File: src/sv/cbs_weights.sv
// fraction powers and basis weights, two register stages
`default_nettype none
module cbs_weights #(
  parameter int FRAC_BITS = 16
) (
  input  wire logic                 clk,
  input  wire logic                 en,
  input  wire logic [FRAC_BITS-1:0] t,
  output logic signed [FRAC_BITS+4:0] wp [4],
  output logic signed [FRAC_BITS+4:0] wv [4],
  output logic signed [FRAC_BITS+4:0] wa [4]
);
  localparam int W = FRAC_BITS + 5;
  localparam logic signed [W-1:0] S = W'(1) <<< FRAC_BITS;
  logic [FRAC_BITS-1:0] t1;
  logic [FRAC_BITS-1:0] t2;
  logic [2*FRAC_BITS-1:0] sq;
  logic [2*FRAC_BITS-1:0] cu;
  logic signed [W-1:0] st, st2, st3;
  logic signed [W-1:0] cp [4], cv [4], ca [4];

  assign sq = t * t;
  assign cu = t2 * t1;

  always_ff @(posedge clk) begin
    if (en) begin
      t1 <= t;
      t2 <= sq[2*FRAC_BITS-1:FRAC_BITS];
    end
  end

  always_comb begin
    st = W'(t1);
    st2 = W'(t2);
    st3 = W'(cu[2*FRAC_BITS-1:FRAC_BITS]);
    cp[0] = W'(S - 3 * st + 3 * st2 - st3);
    cp[1] = W'(3 * st3 - 6 * st2 + 4 * S);
    cp[2] = W'(-3 * st3 + 3 * st2 + 3 * st + S);
    cp[3] = st3;
    cv[0] = W'(-S + 2 * st - st2);
    cv[1] = W'(3 * st2 - 4 * st);
    cv[2] = W'(-3 * st2 + 2 * st + S);
    cv[3] = st2;
    ca[0] = W'(S - st);
    ca[1] = W'(3 * st - 2 * S);
    ca[2] = W'(S - 3 * st);
    ca[3] = st;
  end

  always_ff @(posedge clk) begin
    if (en) begin
      for (int k = 0; k < 4; k++) begin
        wp[k] <= cp[k];
        wv[k] <= cv[k];
        wa[k] <= ca[k];
      end
    end
  end
endmodule
`default_nettype wire

File: config.mk
export PLATFORM = sky130hd
export DESIGN_NAME = cbs_weights
export DESIGN_NICKNAME = d
export VERILOG_FILES = /design/src/sv/cbs_weights.sv
export SDC_FILE = /design/constraint.sdc
export NUM_CORES = 2
export LEC_CHECK = 0
export ABC_CLOCK_PERIOD_IN_PS = 11000
export BUFFER_PORTS_ARGS = -buffer_cell sky130_fd_sc_hd__buf_2
export CAP_MARGIN = 40
export CORE_ASPECT_RATIO = 1.2
export CORE_UTILIZATION = 57
export CTS_CLUSTER_DIAMETER = 120
export DETAILED_ROUTE_END_ITERATION = 7
export PLACE_DENSITY_LB_ADDON = 0.05
export SYNTH_ARGS = -nofsm -noshare
export SYNTH_HDL_FRONTEND = slang
export SYNTH_SLANG_ARGS = --single-unit
File: constraint.sdc
create_clock -name clk -period 11 [get_ports clk]
set_input_delay 1.1 -clock clk [delete_from_list [all_inputs] [get_ports clk]]
set_output_delay 1.1 -clock clk [all_outputs]
set_load 0.005 [all_outputs]
==> results.toml <==
[run_status]
status = "finished, final reports clean"

[yosys]
synth_area_sq_um = 32100
synth_top_area_cell = "fa_1"
ys_seq_area_frac = 0.232
yosys_warnings = 0
ys_types = 82
async_flop_share = 0
synth_edf_count = 248
synthFlopType = "edfxtp_1"
ys_ff_latch = 248
syn_area_per_cell_sq_um = 10.1
netlist_instances = 3193
synth_top_area_frac = 0.264
ys_top_cells_by_area = "fa_1 (26%), edfxtp_1 (23%), ha_1 (17%), inv_1 (8.5%), xnor2_1 (4.1%)"

[cts]
cts_root_buf = "clkbuf_16"
max-clock-path-buffers = 3
cts_max_level = 1
cts_sinks = 248
clock_latency_ns = 0.57
hold_buffers = 0
numCtsBuffers = 25
clk_transition_reported_paths_ns = 0.07
cts_tree = "yes"

[routing]
vias_per_cell = 5.41
drt_iter0_markers = 1345
vias = 22900
wl_microns = 85200
drc_errors = 0
drtPass1Iterations = 5
drtAntennaViolNets = 0
post_drt_wl_per_cell_microns = 20.1

[grt]
grt_pass1_wl_microns = 132000
antenna_found_initial = 0
grt_max_degree = 97
grtUsageTotal = 0.304
gr-total-overflow = 0
first_global_vias = 24600

[floorplan]
die_x_microns = 219
start_util = 0.581
pin_count = 270
core_sq_um = 55300
num_rows = 94
fp.dieH_microns = 262
dieArea_sq_um = 57300

[setup_path]
required_ns = 11.31
crit_path_frequent_cell = "fa_1"
crit_fanout = 15
critPathMaxStageDelay_ns = 0.74
crit_path_top_delay_cell = "xnor2_1"
start_kind = "flip-flop"
endpoint_kind = "flip-flop"
path_class = "flip-flop to flip-flop"
worst_ep_arrival_time_ns = 10.84

[finish]
fin_area_sq_um = 35500
drive_above_1_share = 0.125
regArea_sq_um = 7450
syn2layout_area_growth_pct = 10.5
multi_input_area_sq_um = 21500
final_nets = 4382
final_util = 0.642
fillCellCount = 4610

[place]
port_buffers = 250
gp_congestion = 0.938
dp_hpwl_microns = 70500
placed_cell_area_sq_um = 34600

[timing]
fmax_ghz = 0.0949
fin_worst_skew_ns = 0.0215
maxSlewHeadroom = 0.357
hold_viol = 0
tightest_slew_ns = 0.957
setup_viol = 0
period_share = 0.958
period_minus_slack_ns = 10.53
slew_viol_final = 0

[job]
maxCapViolations = 0

[worst_hold_path]
hold_path.class = "flip-flop to flip-flop"
## final cells by class
class,instances,share of cell area
antenna,1,0.0000705
tap,720,0.0254
clock inverter,19,0.00567
multi-input combinational,2132,0.606
timing repair buffer,342,0.0563
clock buffer,26,0.0177
sequential,248,0.210
inverter,744,0.0786
## flip-flops by register name, indices dropped and copies added, names as in the netlist
| signal | count |
|---|---|
| wa | 66 |
| t2 | 16 |
| t1 | 16 |
| wv | 73 |
| wp | 77 |
## stage by stage
stage,TNS (ns),hold WS [ns],setup WS [ns],cells
after global placement,0,0.671,0.379,4178
after detailed placement,0,0.700,0.0795,4180
final,0,0.716,0.465,4232
after global routing,-0.0103,0.727,-0.0103,4231
after floorplan,0,0.533,0.392,3211
after CTS,0,0.715,0.0587,4225
## routing by layer
layer / GRT usage / share of wire / up-vias
met1: 0.359 / 0.39 / 11500
met5: 0 / 0 / -
met2: 0.568 / 0.53 / 644
met4: 0.114 / 0.039 / 0
met3: 0.0284 / 0.046 / 142
li1: - / - / 10700
## kinds of logic after synthesis
logic type | Yosys count | synth area share
adder cells (fa/ha/maj) | 873 | 0.439
buffers and inverters | 831 | 0.101
AND/OR/NAND/NOR | 642 | 0.0886
AO/OA/AOI/OAI | 391 | 0.0818
flip-flops | 248 | 0.232
XOR/XNOR | 202 | 0.0562
multiplexers | 5 | 0.00160
other | 1 | 0.000117
## placed cells by master (no fill, tap or decap), types with 25 or more instances in the layout
cell type  instances
a21oi_1          118
ha_1             448
a21o_1            49
buf_4             88
xnor2_1          150
xor2_1            50
o21ai_0           64
inv_1            725
nor2_1           195
o21bai_1          45
and2_1            53
buf_2            249
nand2_1          269
fa_1             423
clkbuf_16         25
edfxtp_1         248
## final timing paths
| path | start | end | slack (ns) | cells past startpoint |
|---|---|---|---|---|
| setup / recovery | t2[12]$_DFFE_PP_ | wp[40]$_DFFE_PP_ | 0.47 | 35 |
| hold / removal | t1[7]$_DFFE_PP_ | wa[7]$_DFFE_PP_ | 0.72 | 1 |
| setup reg to reg | t2[12]$_DFFE_PP_ | wp[40]$_DFFE_PP_ | 0.47 | 35 |
| hold reg to reg | t1[7]$_DFFE_PP_ | wa[7]$_DFFE_PP_ | 0.72 | 1 |
## synthesized netlist by cell type (49+ instances only)
library cell / count
a21o_1: 49
a21oi_1: 124
and2_1: 53
clkbuf_1: 50
edfxtp_1: 248
fa_1: 423
ha_1: 448
inv_1: 729
nand2_1: 269
nor2_1: 195
o21ai_0: 66
xnor2_1: 150
xor2_1: 50
## critical path: cells and delay by family (launching register included)
family	cells	cell delay (ns)
AO/OA/AOI/OAI	10	2.26
AND/OR/NAND/NOR	5	0.85
buffers and inverters	8	1.03
XOR/XNOR	2	0.86
adder cells (fa/ha/maj)	10	4.78
flip-flops	1	0.48
## what timing repair did
action	in CTS	in global routing
buffers inserted	0	6
endpoints found under the setup margin	0	7
resized for setup	0	19
Power is left out: the tool's default activity adds up to more than one toggle a clock period on the data nets, which glitch-free logic cannot reach.
